## src/rtl/core/tofd_pkg.sv

```systemverilog
`default_nettype none

package tofd_pkg;

	// fixed field widths
	localparam int SAMPLE_W   = 16;
	localparam int DIFF_W     = 17;
	localparam int ANGLE_W    = 20;  // signed Q.16 radians
	localparam int DEPTH_W    = 18;
	localparam int CONF_W     = 17;
	localparam int OFFSET_W   = 16;
	localparam int SCALE_W    = 18;
	localparam int CFG_IDX_W  = 2;
	localparam int CFG_DATA_W = 18;

	// register indexes
	localparam logic [CFG_IDX_W-1:0] REG_DEPTH_OFFSET  = 2'd0;
	localparam logic [CFG_IDX_W-1:0] REG_MM_PER_RADIAN = 2'd1;

	localparam logic [OFFSET_W-1:0] DEPTH_OFFSET_RST  = OFFSET_W'(24000);
	localparam logic [SCALE_W-1:0]  MM_PER_RADIAN_RST = SCALE_W'(81487);

	// CORDIC
	localparam int CORDIC_STEPS  = 16;
	localparam int CORDIC_STAGES = 8;
	localparam int ATAN_IDX_W    = 4;

	localparam logic signed [ANGLE_W-1:0] HALF_PI_Q16    = ANGLE_W'(102944);
	localparam logic signed [ANGLE_W-1:0] TWO_PI_Q16     = ANGLE_W'(411775);
	localparam logic signed [ANGLE_W-1:0] WRAP_LIMIT_Q16 = -ANGLE_W'(65536);

	// round(atan(2^-i) * 2^16)
	localparam logic [15:0] ATAN_Q16 [CORDIC_STEPS] = '{
		16'd51472, 16'd30386, 16'd16055, 16'd8150, 16'd4091, 16'd2047, 16'd1024, 16'd512,
		16'd256,   16'd128,   16'd64,    16'd32,   16'd16,   16'd8,    16'd4,    16'd2
	};

	typedef struct packed {
		logic                      valid;
		logic                      zero;   // both differences zero
		logic signed [ANGLE_W-1:0] angle;
	} phase_t;

	typedef struct packed {
		logic                      valid;
		logic                      sat;
		logic signed [DEPTH_W-1:0] depth;
	} depth_res_t;

endpackage

`default_nettype wire

```

## src/rtl/core/tofd_cordic.sv

```systemverilog
`default_nettype none

module tofd_cordic (
	input  wire logic                                clk,
	input  wire logic                                arst_n,
	input  wire logic                                in_valid,
	input  wire logic signed [tofd_pkg::DIFF_W-1:0]  d0,
	input  wire logic signed [tofd_pkg::DIFF_W-1:0]  d1,
	output tofd_pkg::phase_t                         phase
);

	localparam int XY_W      = 35;
	localparam int PRE_SHIFT = 14;
	localparam int STAGES    = tofd_pkg::CORDIC_STAGES;
	localparam int STEPS_PER = tofd_pkg::CORDIC_STEPS / tofd_pkg::CORDIC_STAGES;

	typedef struct packed {
		logic signed [XY_W-1:0]              x;
		logic signed [XY_W-1:0]              y;
		logic signed [tofd_pkg::ANGLE_W-1:0] z;
	} rot_t;

	function automatic rot_t rot_step(input rot_t a, input int i);
		rot_t                                b;
		logic signed [XY_W-1:0]              xs;
		logic signed [XY_W-1:0]              ys;
		logic signed [tofd_pkg::ANGLE_W-1:0] da;
		xs = a.x >>> i;
		ys = a.y >>> i;
		da = tofd_pkg::ANGLE_W'(tofd_pkg::ATAN_Q16[tofd_pkg::ATAN_IDX_W'(i)]);
		if (!a.y[XY_W-1]) begin
			b.x = a.x + ys;
			b.y = a.y - xs;
			b.z = a.z + da;
		end else begin
			b.x = a.x - ys;
			b.y = a.y + xs;
			b.z = a.z - da;
		end
		return b;
	endfunction

	logic valid_s [0:STAGES];
	logic zero_s  [0:STAGES];
	rot_t rot_s   [0:STAGES];

	rot_t                   pre_c;
	rot_t                   nxt_c [1:STAGES];
	logic signed [XY_W-1:0] x0_c;
	logic signed [XY_W-1:0] y0_c;

	// quarter turn into the right half plane
	always_comb begin
		x0_c = {{(XY_W-tofd_pkg::DIFF_W-PRE_SHIFT){d0[tofd_pkg::DIFF_W-1]}}, d0,
			{PRE_SHIFT{1'b0}}};
		y0_c = {{(XY_W-tofd_pkg::DIFF_W-PRE_SHIFT){d1[tofd_pkg::DIFF_W-1]}}, d1,
			{PRE_SHIFT{1'b0}}};
		pre_c.x = x0_c;
		pre_c.y = y0_c;
		pre_c.z = '0;
		if (d0[tofd_pkg::DIFF_W-1]) begin
			if (!d1[tofd_pkg::DIFF_W-1]) begin
				pre_c.x = y0_c;
				pre_c.y = -x0_c;
				pre_c.z = tofd_pkg::HALF_PI_Q16;
			end else begin
				pre_c.x = -y0_c;
				pre_c.y = x0_c;
				pre_c.z = -tofd_pkg::HALF_PI_Q16;
			end
		end
	end

	always_comb begin
		rot_t tmp;
		for (int k = 1; k <= STAGES; k++) begin
			tmp = rot_s[k-1];
			for (int j = 0; j < STEPS_PER; j++) begin
				tmp = rot_step(tmp, (k - 1) * STEPS_PER + j);
			end
			nxt_c[k] = tmp;
		end
	end

	always_ff @(posedge clk or negedge arst_n) begin
		if (!arst_n) begin
			for (int k = 0; k <= STAGES; k++) begin
				valid_s[k] <= 1'b0;
			end
		end else begin
			valid_s[0] <= in_valid;
			for (int k = 1; k <= STAGES; k++) begin
				valid_s[k] <= valid_s[k-1];
			end
		end
	end

	always_ff @(posedge clk) begin
		rot_s[0]  <= pre_c;
		zero_s[0] <= (d0 == '0) && (d1 == '0);
		for (int k = 1; k <= STAGES; k++) begin
			rot_s[k]  <= nxt_c[k];
			zero_s[k] <= zero_s[k-1];
		end
	end

	always_comb begin
		phase.valid = valid_s[STAGES];
		phase.zero  = zero_s[STAGES];
		phase.angle = rot_s[STAGES].z;
	end

endmodule

`default_nettype wire

```

## src/rtl/core/tofd_sqrt.sv

```systemverilog
`default_nettype none

module tofd_sqrt (
	input  wire logic                                clk,
	input  wire logic signed [tofd_pkg::DIFF_W-1:0]  d0,
	input  wire logic signed [tofd_pkg::DIFF_W-1:0]  d1,
	output logic             [tofd_pkg::CONF_W-1:0]  conf
);

	localparam int SQ_W     = 2 * tofd_pkg::DIFF_W;
	localparam int N_W      = 34;
	localparam int ROOT_W   = 18;
	localparam int T_W      = 36;
	localparam int BITS_PER = 2;
	localparam int STAGES   = ROOT_W / BITS_PER;

	typedef struct packed {
		logic [N_W-1:0]    rem;   // n - root^2
		logic [ROOT_W-1:0] root;
	} acc_t;

	// one restoring digit: try setting bit k of the root
	function automatic acc_t root_step(input acc_t a, input int k);
		acc_t           b;
		logic [T_W-1:0] t;
		t = (T_W'(a.root) << (k + 1)) | (T_W'(1) << (2 * k));
		b = a;
		if (T_W'(a.rem) >= t) begin
			b.rem  = a.rem - N_W'(t);
			b.root = a.root | (ROOT_W'(1) << k);
		end
		return b;
	endfunction

	logic signed [SQ_W-1:0] sq0_s1;
	logic signed [SQ_W-1:0] sq1_s1;
	acc_t                   acc_s [0:STAGES];
	acc_t                   nxt_c [1:STAGES];
	logic [ROOT_W-1:0]      conf_c;

	always_comb begin
		acc_t tmp;
		for (int m = 1; m <= STAGES; m++) begin
			tmp = acc_s[m-1];
			for (int j = 0; j < BITS_PER; j++) begin
				tmp = root_step(tmp, ROOT_W - 1 - ((m - 1) * BITS_PER + j));
			end
			nxt_c[m] = tmp;
		end
	end

	// round to nearest: bump when rem > root
	assign conf_c = acc_s[STAGES].root
		+ ROOT_W'(acc_s[STAGES].rem > N_W'(acc_s[STAGES].root));

	always_ff @(posedge clk) begin
		sq0_s1        <= d0 * d0;
		sq1_s1        <= d1 * d1;
		acc_s[0].rem  <= N_W'(sq0_s1[SQ_W-2:0]) + N_W'(sq1_s1[SQ_W-2:0]);
		acc_s[0].root <= '0;
		for (int m = 1; m <= STAGES; m++) begin
			acc_s[m] <= nxt_c[m];
		end
		conf <= conf_c[tofd_pkg::CONF_W-1:0];
	end

endmodule

`default_nettype wire

```

## src/rtl/core/tofd_depth.sv

```systemverilog
`default_nettype none

module tofd_depth (
	input  wire logic                                  clk,
	input  wire logic                                  arst_n,
	input  wire tofd_pkg::phase_t                      phase,
	input  wire logic [tofd_pkg::OFFSET_W-1:0]         offset,
	input  wire logic [tofd_pkg::SCALE_W-1:0]          scale,
	output tofd_pkg::depth_res_t                       res
);

	localparam int PROD_W  = tofd_pkg::SCALE_W + 1 + tofd_pkg::ANGLE_W;
	localparam int Q_SHIFT = 20;
	localparam int Q_W     = PROD_W + 1 - Q_SHIFT;
	localparam int DW      = 22;

	localparam logic signed [PROD_W:0] ROUND_BIAS = (PROD_W + 1)'(2 ** (Q_SHIFT - 1));
	localparam logic signed [DW-1:0]   D_MAX      = DW'((2 ** (tofd_pkg::DEPTH_W - 1)) - 1);
	localparam logic signed [DW-1:0]   D_MIN      = -D_MAX - DW'(1);

	logic                                valid_s1;
	logic signed [tofd_pkg::ANGLE_W-1:0] ang_s1;
	logic                                valid_s2;
	logic signed [PROD_W-1:0]            prod_s2;
	logic                                valid_s3;
	logic                                sat_s3;
	logic signed [tofd_pkg::DEPTH_W-1:0] depth_s3;

	logic signed [tofd_pkg::ANGLE_W-1:0] ang_c;
	logic signed [PROD_W-1:0]            prod_c;
	logic signed [PROD_W:0]              biased_c;
	logic signed [Q_W-1:0]               q_c;
	logic signed [DW-1:0]                raw_c;
	logic signed [DW-1:0]                clip_c;
	logic                                sat_c;

	always_comb begin
		if (phase.zero) begin
			ang_c = '0;
		end else if (phase.angle < tofd_pkg::WRAP_LIMIT_Q16) begin
			ang_c = phase.angle + tofd_pkg::TWO_PI_Q16;
		end else begin
			ang_c = phase.angle;
		end
	end

	assign prod_c = $signed({1'b0, scale}) * ang_s1;

	always_comb begin
		biased_c = {prod_s2[PROD_W-1], prod_s2} + ROUND_BIAS;
		q_c      = biased_c[PROD_W:Q_SHIFT];
		raw_c    = $signed({{(DW - tofd_pkg::OFFSET_W){1'b0}}, offset}) - DW'(q_c);
		sat_c    = 1'b1;
		if (raw_c > D_MAX) begin
			clip_c = D_MAX;
		end else if (raw_c < D_MIN) begin
			clip_c = D_MIN;
		end else begin
			clip_c = raw_c;
			sat_c  = 1'b0;
		end
	end

	always_ff @(posedge clk or negedge arst_n) begin
		if (!arst_n) begin
			valid_s1 <= 1'b0;
			valid_s2 <= 1'b0;
			valid_s3 <= 1'b0;
		end else begin
			valid_s1 <= phase.valid;
			valid_s2 <= valid_s1;
			valid_s3 <= valid_s2;
		end
	end

	always_ff @(posedge clk) begin
		ang_s1   <= ang_c;
		prod_s2  <= prod_c;
		depth_s3 <= clip_c[tofd_pkg::DEPTH_W-1:0];
		sat_s3   <= sat_c;
	end

	always_comb begin
		res.valid = valid_s3;
		res.sat   = sat_s3;
		res.depth = depth_s3;
	end

endmodule

`default_nettype wire

```

## src/rtl/core/tof_four_phase_depth.sv

```systemverilog
// Four-phase time-of-flight depth demodulation, fully pipelined.
// Throughput: one pixel per clock; busy is always low since the result side cannot stall.
// The pace is set by the 8-stage CORDIC (two iterations per stage) run in parallel with
// a 9-stage digit-by-digit square root (two root bits per stage).
// Reset (arst_n low, asynchronous): all valid bits clear, registers take their defaults.
`default_nettype none

module tof_four_phase_depth (
	input  wire logic                                    clk,
	input  wire logic                                    arst_n,

	// pixel in
	input  wire logic                                    start,
	output logic                                         busy,
	input  wire logic signed [tofd_pkg::SAMPLE_W-1:0]    phase_sample_0,
	input  wire logic signed [tofd_pkg::SAMPLE_W-1:0]    phase_sample_1,
	input  wire logic signed [tofd_pkg::SAMPLE_W-1:0]    phase_sample_2,
	input  wire logic signed [tofd_pkg::SAMPLE_W-1:0]    phase_sample_3,

	// register write
	input  wire logic                                    cfg_valid,
	output logic                                         cfg_ready,
	input  wire logic [tofd_pkg::CFG_IDX_W-1:0]          cfg_index,
	input  wire logic [tofd_pkg::CFG_DATA_W-1:0]         cfg_data,

	// result out, each done is a transfer
	output logic                                         done,
	output logic signed [tofd_pkg::DEPTH_W-1:0]          depth_q4,
	output logic        [tofd_pkg::CONF_W-1:0]           confidence,
	output logic                                         depth_saturated
);

	logic [tofd_pkg::OFFSET_W-1:0] depth_offset_q;
	logic [tofd_pkg::SCALE_W-1:0]  mm_per_radian_q;

	logic                                valid_s1;
	logic signed [tofd_pkg::DIFF_W-1:0]  d0_s1;
	logic signed [tofd_pkg::DIFF_W-1:0]  d1_s1;

	tofd_pkg::phase_t     phase;
	tofd_pkg::depth_res_t res;

	// Every stage advances each cycle and nothing downstream can push back,
	// so a new pixel is taken on any cycle.
	assign busy      = 1'b0;
	// Writes must land only while the pipe is drained; not enforced here, all are taken.
	assign cfg_ready = 1'b1;

	always_ff @(posedge clk or negedge arst_n) begin
		if (!arst_n) begin
			depth_offset_q  <= tofd_pkg::DEPTH_OFFSET_RST;
			mm_per_radian_q <= tofd_pkg::MM_PER_RADIAN_RST;
		end else if (cfg_valid && cfg_ready) begin
			case (cfg_index)
				tofd_pkg::REG_DEPTH_OFFSET: begin
					depth_offset_q <= cfg_data[tofd_pkg::OFFSET_W-1:0];
				end
				tofd_pkg::REG_MM_PER_RADIAN: begin
					mm_per_radian_q <= cfg_data[tofd_pkg::SCALE_W-1:0];
				end
				default: begin
					// unmapped index: dropped
				end
			endcase
		end
	end

	// Stage 1: difference vector. 17 bits holds both differences exactly.
	always_ff @(posedge clk or negedge arst_n) begin
		if (!arst_n) begin
			valid_s1 <= 1'b0;
		end else begin
			valid_s1 <= start && !busy;
		end
	end

	always_ff @(posedge clk) begin
		d0_s1 <= tofd_pkg::DIFF_W'(phase_sample_2) - tofd_pkg::DIFF_W'(phase_sample_0);
		d1_s1 <= tofd_pkg::DIFF_W'(phase_sample_3) - tofd_pkg::DIFF_W'(phase_sample_1);
	end

	// Phase path: pre-rotation plus 8 CORDIC stages, then wrap, scale
	// multiply, round/offset/clip. The valid bit rides along this path
	// and marks the result.
	tofd_cordic u_cordic (
		.clk      (clk),
		.arst_n   (arst_n),
		.in_valid (valid_s1),
		.d0       (d0_s1),
		.d1       (d1_s1),
		.phase    (phase)
	);

	tofd_depth u_depth (
		.clk    (clk),
		.arst_n (arst_n),
		.phase  (phase),
		.offset (depth_offset_q),
		.scale  (mm_per_radian_q),
		.res    (res)
	);

	// Amplitude path: squares, sum, 9 root stages, rounding, matched to
	// the phase path so both land in the same cycle.
	tofd_sqrt u_sqrt (
		.clk  (clk),
		.d0   (d0_s1),
		.d1   (d1_s1),
		.conf (confidence)
	);

	assign done            = res.valid;
	assign depth_q4        = res.depth;
	assign depth_saturated = res.sat;

endmodule

`default_nettype wire

```

## config.mk

```make
export PLATFORM = sky130hd
export DESIGN_NAME = tof_four_phase_depth
export DESIGN_NICKNAME = d
export VERILOG_FILES = /design/src/rtl/core/tofd_pkg.sv /design/src/rtl/core/tofd_cordic.sv /design/src/rtl/core/tofd_sqrt.sv /design/src/rtl/core/tofd_depth.sv /design/src/rtl/core/tof_four_phase_depth.sv
export SDC_FILE = /design/constraint.sdc
export NUM_CORES = 2
export LEC_CHECK = 0
export BUFFER_PORTS_ARGS = -buffer_cell sky130_fd_sc_hd__buf_2
export CORE_ASPECT_RATIO = 0.8
export CORE_UTILIZATION = 50
export CTS_BUF_LIST = sky130_fd_sc_hd__clkbuf_4 sky130_fd_sc_hd__clkbuf_8
export DETAILED_ROUTE_END_ITERATION = 10
export GPL_TIMING_DRIVEN = 0
export MAX_ROUTING_LAYER = met4
export PLACE_DENSITY = 0.78
export SETUP_SLACK_MARGIN = 0.2
export SKIP_LAST_GASP = 1
export SLEW_MARGIN = 20
export SYNTH_ARGS = -nofsm -noshare
export SYNTH_HDL_FRONTEND = slang
export SYNTH_HIERARCHICAL = 1
export SYNTH_SLANG_ARGS = --single-unit
```

## constraint.sdc

```tcl
create_clock -name clk -period 6.7 [get_ports clk]
set_input_delay 0.67 -clock clk [delete_from_list [all_inputs] [get_ports clk]]
set_output_delay 0.67 -clock clk [all_outputs]
set_load 0.005 [all_outputs]
```

# Yosys cells after proc, flatten, opt, wreduce, memory -nomap -nowiden
# Memories as Yosys holds them, arrays and structs flattened.
# Index checks and enable logic that the tools add are counted.
[totals]
register_bits = 242
ramBits = 1339
output_inout_bits = 39
wordCells = 204
memories = 3
[op_classes]
n_addsub = 106
multipliers = 3
magnitude_cmp = 22
eq_ne = 1
muxes = 39
reduce_logical = 6
[mem_list]
columns = ["name", "depth", "word_bits", "rd", "rd_clocked_by_memory_dff", "write_ports", "line_no", "text"]
rows = [
  ["u_cordic.rot_s", 9, 90, 9, 0, 9, "tofd_cordic.sv:45", "rot_t rot_s [0:STAGES];"],
  ["u_sqrt.acc_s", 10, 52, 10, 0, 10, "tofd_sqrt.sv:37", "acc_t acc_s [0:STAGES];"],
  ["u_cordic.zero_s", 9, 1, 9, 0, 9, "tofd_cordic.sv:44", "logic zero_s [0:STAGES];"],
]
[ops]
columns = ["op", "n"]
rows = [
  ["$mux 90", 18],
  ["$mux 52", 18],
  ["$sub 34x34->34", 3],
  ["$add 35x20->35", 2],
  ["$add 35x21->35", 2],
  ["$add 35x22->35", 2],
  ["$add 35x23->35", 2],
  ["$add 35x24->35", 2],
  ["$add 35x25->35", 2],
  ["$add 35x26->35", 2],
  ["$add 35x27->35", 2],
  ["$add 35x28->35", 2],
  ["$add 35x29->35", 2],
  ["$add 35x30->35", 2],
  ["$add 35x31->35", 2],
  ["$add 35x32->35", 2],
  ["$add 35x33->35", 2],
  ["$add 35x34->35", 2],
  ["$neg 31->35", 2],
  ["$sub 35x20->35", 2],
  ["$sub 35x21->35", 2],
  ["$sub 35x22->35", 2],
  ["$sub 35x23->35", 2],
  ["$sub 35x24->35", 2],
  ["other kinds (79)", 96],
]

# Depth between registers and ports, before layout
# An unclocked memory read counts as a cell.
[logic_depth]
depth_word = 5
ltp_mapped = 29

# Cells and area by module
# Netlist, hierarchy kept.
[by_module_without_submodules]
columns = ["module", "instances", "cells_per_inst", "area_each_um2"]
rows = [
  ["tofd_sqrt", 1, 4917, 44755.4],
  ["tofd_depth", 1, 1822, 16399.5],
  ["tof_four_phase_depth", 1, 357, 3704.8],
  ["tofd_cordic", 1, 53, 651.9],
]

# Least setup slack after synthesis
# No wires, ideal clock.
[synth_timing]
kind = "reg2reg"
start = "reg d0_s1[2] (netlist bit)"
end = "reg u_sqrt.sq0_s1[26]"
setup_time_ns = 0.072
arrival_time_ns = 6.581
required_time_ns = 6.628
slack_ns = 0.047
path_stages_with_launch = 26
n_path_buf = 2
synth_period_minus_slack_ns = 6.653
path_cell_list = "dfxtp_1 clkbuf_1 clkbuf_1 nand2_1 fa_1 inv_1 fa_1 inv_1 fa_1 fa_1 inv_1 fa_1 inv_1 fa_1 inv_1 ha_1 a21oi_1 o21bai_1 a21oi_1 nor2_1 a221o_1 a221o_1 a2111oi_0 nor3_1 a221oi_1 xnor2_1"
[synth_between]
elab_chain_cells = 1
[synth_rtl]
columns = ["element", "line_no", "text"]
rows = [
  ["start: declaration", "tof_four_phase_depth.sv:37", "logic signed [tofd_pkg::DIFF_W-1:0] d0_s1;"],
  ["start signal: assignment", "tof_four_phase_depth.sv:78", "d0_s1 <= tofd_pkg::DIFF_W'(phase_sample_2) - tofd_pkg::DIFF_W'(phase_sample_0);"],
  ["$mul 17x17->33", "tofd_sqrt.sv:57", "sq0_s1 <= d0 * d0;"],
  ["end signal: assignment", "tofd_sqrt.sv:57", ""],
  ["end: declaration", "tofd_sqrt.sv:35", "logic signed [SQ_W-1:0] sq0_s1;"],
]
# No other way between the ends.
# A chain may end at the register's enable or synchronous reset.

# Worst setup path in the final report
[layout_timing]
start = "reg d1_s1[5] (netlist bit)"
end = "reg u_sqrt.sq1_s1[29]"
[layout_between]
elab_chain_cells = 1
[layout_rtl]
columns = ["element", "line_no", "text"]
rows = [
  ["start: declaration", "tof_four_phase_depth.sv:38", "logic signed [tofd_pkg::DIFF_W-1:0] d1_s1;"],
  ["start signal: assignment", "tof_four_phase_depth.sv:79", "d1_s1 <= tofd_pkg::DIFF_W'(phase_sample_3) - tofd_pkg::DIFF_W'(phase_sample_1);"],
  ["$mul 17x17->33", "tofd_sqrt.sv:58", "sq1_s1 <= d1 * d1;"],
  ["end signal: assignment", "tofd_sqrt.sv:58", ""],
  ["end: declaration", "tofd_sqrt.sv:36", "logic signed [SQ_W-1:0] sq1_s1;"],
]
# No other way between the ends.

==> results.cfg <==
[status]
status = complete, no violations

[clock_network]
cts_buffers = 103
insertion_delay_ns = 0.85
cts_max_level = 3
clock-sinks = 651
clockBufferDepth = 3
clk_pin_slew_ns = 0.06
cts-root-buf = clkbuf_8
cts_tree = yes

[placed_design]
place_area_um2 = 68400
post-dp-hpwl_mm = 132
io_buffers = 124
gp_congestion = 0.982

[global_routing]
use_met1_pct = 35.1
met3_usage_pct = 4.61
grt_use_total_pct = 25.8
grt_start_max_net_pins = 48
grt_pass1_vias = 51000
gr-usage-met2_pct = 39.5
antenna_found_initial = 5
busiest_layer = met2
gr-total-overflow = 0
grt_pass1_wl_mm = 265

[layout]
utilization_pct = 57.0
fin_area_um2 = 73900
drive_above_1_share_pct = 13.4
final_nets = 9059
area_growth_pct = 12.8

[worst_setup_path]
cpMostUsedCell = fa_1
path_buf_inv = 7
startpoint_type = register
slowest_delay_ns = 0.54
cpLargestDelayFamily = adder cells
path_class = reg -> reg
crit_slowest_cell = fa_1
critPathCaptureType = register
cp_max_fo = 7
crit_required_ns = 7.38
arrival_ns = 7.22

[sta]
worstMarginPinSlew_ns = 1.03
whs_ns = 0.104
finalHoldViolCount = 0
fmaxAchievable_mhz = 153
report.final.setup_viol = 0
rsz0062_at_grt = yes
fin_crit_sh_pct = 97.6
relSlewSlack_pct = 31.1
tns_ns = 0
fin_worst_skew_ns = 0.104
period_needed_ns = 6.54
slew_viol_final = 0

[logic_synthesis]
ys_seq_elements = 651
synth_enable_flop_cells = 0
synth_top_cell_by_area = fa_1
synth_cell_types = 127
synth_top_area_share_pct = 27.2
avgSynthCellArea_um2 = 9.16
syn_inst = 7149
asyncSetResetFlopFracSynth_pct = 7.22
ys_warn_count = 6
syn-cell-area_um2 = 65500
ys_seq_area_share_pct = 20.3
yosys-top-cells-area = fa_1 27%, dfxtp_1 18%, ha_1 11%
synth_ff_type = dfxtp_1

[route]
drt_first_pass_iters = 6
vias = 50400
wl_mm = 166
first_iter_violations = 3677
routedWlPerCell_um = 17.8
drc_errors = 0
ant_nets = 0
vias_per_cell = 5.38

[floorplanning]
start_util_pct = 50.5
dieWidth_um = 407
die_area_um2 = 132000
rows = 118
io_pins = 127
core_um2 = 130000
die_y_um = 326

[hold_path]
hold_path.class = in -> reg

[run]
maxCapViolCount = 0
-- synthesized netlist by cell type (all sizes together), types with 90 or more instances --
library cell / n
dfxtp: 604
nor2: 348
xnor2: 340
a21o: 119
inv: 1414
o21ai: 174
ha: 553
clkbuf: 141
a21oi: 316
nand3: 112
xor2: 125
and2: 327
nor3: 90
nand2: 583
fa: 890
-- layout make-up --
cell class,count,area [µm²]
repair buffers,255,1700
inverters,1417,5360
plain buffers,190,1640
clock buffers,153,1940
multi-input cells,4910,47100
flip-flops and latches,651,13400
clock inverters,36,538
fillers,11100,55700
diodes,6,15.0
well taps,1740,2180
-- metal layers --
metal / vias up / wire length (µm) / share of wire (%)
met2: 1841 / 75500 / 45
li1: 23500 / - / -
met1: 24700 / 73500 / 44
met5: - / 0 / 0
met4: 0 / 4350 / 2.6
met3: 306 / 13100 / 7.9
-- timing repair --
| item | in CTS | in global routing |
|---|---|---|
| hold endpoints to repair | 1 | 29 |
| pin swaps | 38 | 140 |
| hold buffers | 1 | 1 |
| endpoints found under the setup margin | 85 | 113 |
| buffers inserted | 33 | 93 |
| cloned | 0 | 3 |
| resized for setup | 337 | 310 |
-- flip-flops by register name (all words and copies together) (netlist names), 17 cells and up --
name,cells
d0_s1,17
d1_s1,17
mm_per_radian_q,18
u_depth/ang_s1,20
u_depth/depth_s3,18
u_depth/prod_s2,20
u_sqrt/acc_s,421
u_sqrt/conf,17
u_sqrt/sq0_s1,32
u_sqrt/sq1_s1,32
-- cell usage in the layout, fill, tap and decap left out, types with 26 or more instances in the layout --
master | netlist | final
a211oi_1 | 32 | 30
a21o_1 | 119 | 119
a21oi_1 | 311 | 296
and2_1 | 325 | 307
and3_1 | 41 | 40
buf_2 | 13 | 145
buf_4 | 27 | 152
buf_6 | 7 | 26
clkbuf_1 | 140 | 38
clkbuf_4 | 0 | 45
clkbuf_8 | 0 | 136
dfrtp_1 | 29 | 28
dfxtp_1 | 604 | 553
dfxtp_4 | 0 | 29
fa_1 | 890 | 867
ha_1 | 553 | 523
inv_1 | 1410 | 1379
inv_2 | 3 | 26
mux2_2 | 70 | 70
nand2_1 | 582 | 565
nand2b_1 | 66 | 66
nand3_1 | 109 | 105
nand4_1 | 48 | 48
nor2_1 | 346 | 336
nor2b_1 | 60 | 58
nor3_1 | 87 | 82
nor4_1 | 76 | 76
o21a_1 | 54 | 54
o21ai_0 | 165 | 154
o21bai_1 | 35 | 34
o31ai_1 | 29 | 28
or3_1 | 33 | 32
xnor2_1 | 339 | 339
xor2_1 | 125 | 124
-- worst paths after layout --
| check | to | slack [ns] | cells past startpoint | from |
|---|---|---|---|---|
| hold reg to reg | u_cordic/zero_s[1][1]$_DFF_P_ | 0.29 | 0 | u_cordic/zero_s[1][0]$_DFF_P_ |
| setup reg to reg | u_sqrt/sq1_s1[29]$_DFF_P_ | 0.16 | 25 | d1_s1[5]$_DFF_P_ |
| setup / recovery | u_sqrt/sq1_s1[29]$_DFF_P_ | 0.16 | 25 | d1_s1[5]$_DFF_P_ |
| hold / removal | mm_per_radian_q[14]$_DFFE_PN0P_ | 0.10 | 2 | cfg_data[14] |
| min in group asynchronous | mm_per_radian_q[14]$_DFFE_PN0P_ | 0.41 | 2 | arst_n |
| max in group asynchronous | depth_offset_q[13]$_DFFE_PN0P_ | 5.85 | 2 | arst_n |
-- metrics by stage --
stage	std cells	setup WS (ns)
after CTS	9255	0.129
after global routing	9358	-0.0317
final	9358	0.163
after global placement	9032	-1.40
after detailed placement	9032	-1.41
after floorplan	7168	0.134
-- logic make-up (layout without fill, tap and decap cells) --
kind of cell,count (synthesis),in the layout,synth area share [%]
adders and majority gates,1443,1443,37.8
and+or+nand+nor,1904,1904,14.8
AOI/OAI and AO/OA,988,988,9.96
buffers and inverters,1607,2051,9.48
muxes,88,88,1.48
other,3,28,0.0172
xor gates and xnor gates,465,465,6.23
DFF,651,651,20.3
-- worst register-to-register path, delay by kind of cell (launching register included) --
family / cells / cell delay (ns)
buffers and inverters: 7 / 0.58
AO/OA/AOI/OAI: 5 / 1.20
adder cells (fa/ha/maj): 7 / 3.22
AND/OR/NAND/NOR: 5 / 0.87
flip-flops: 1 / 0.38
XOR/XNOR: 1 / 0.12
Power is not shown: default switching activity piles up to over one toggle a cycle in this logic, so the estimate is an artifact.
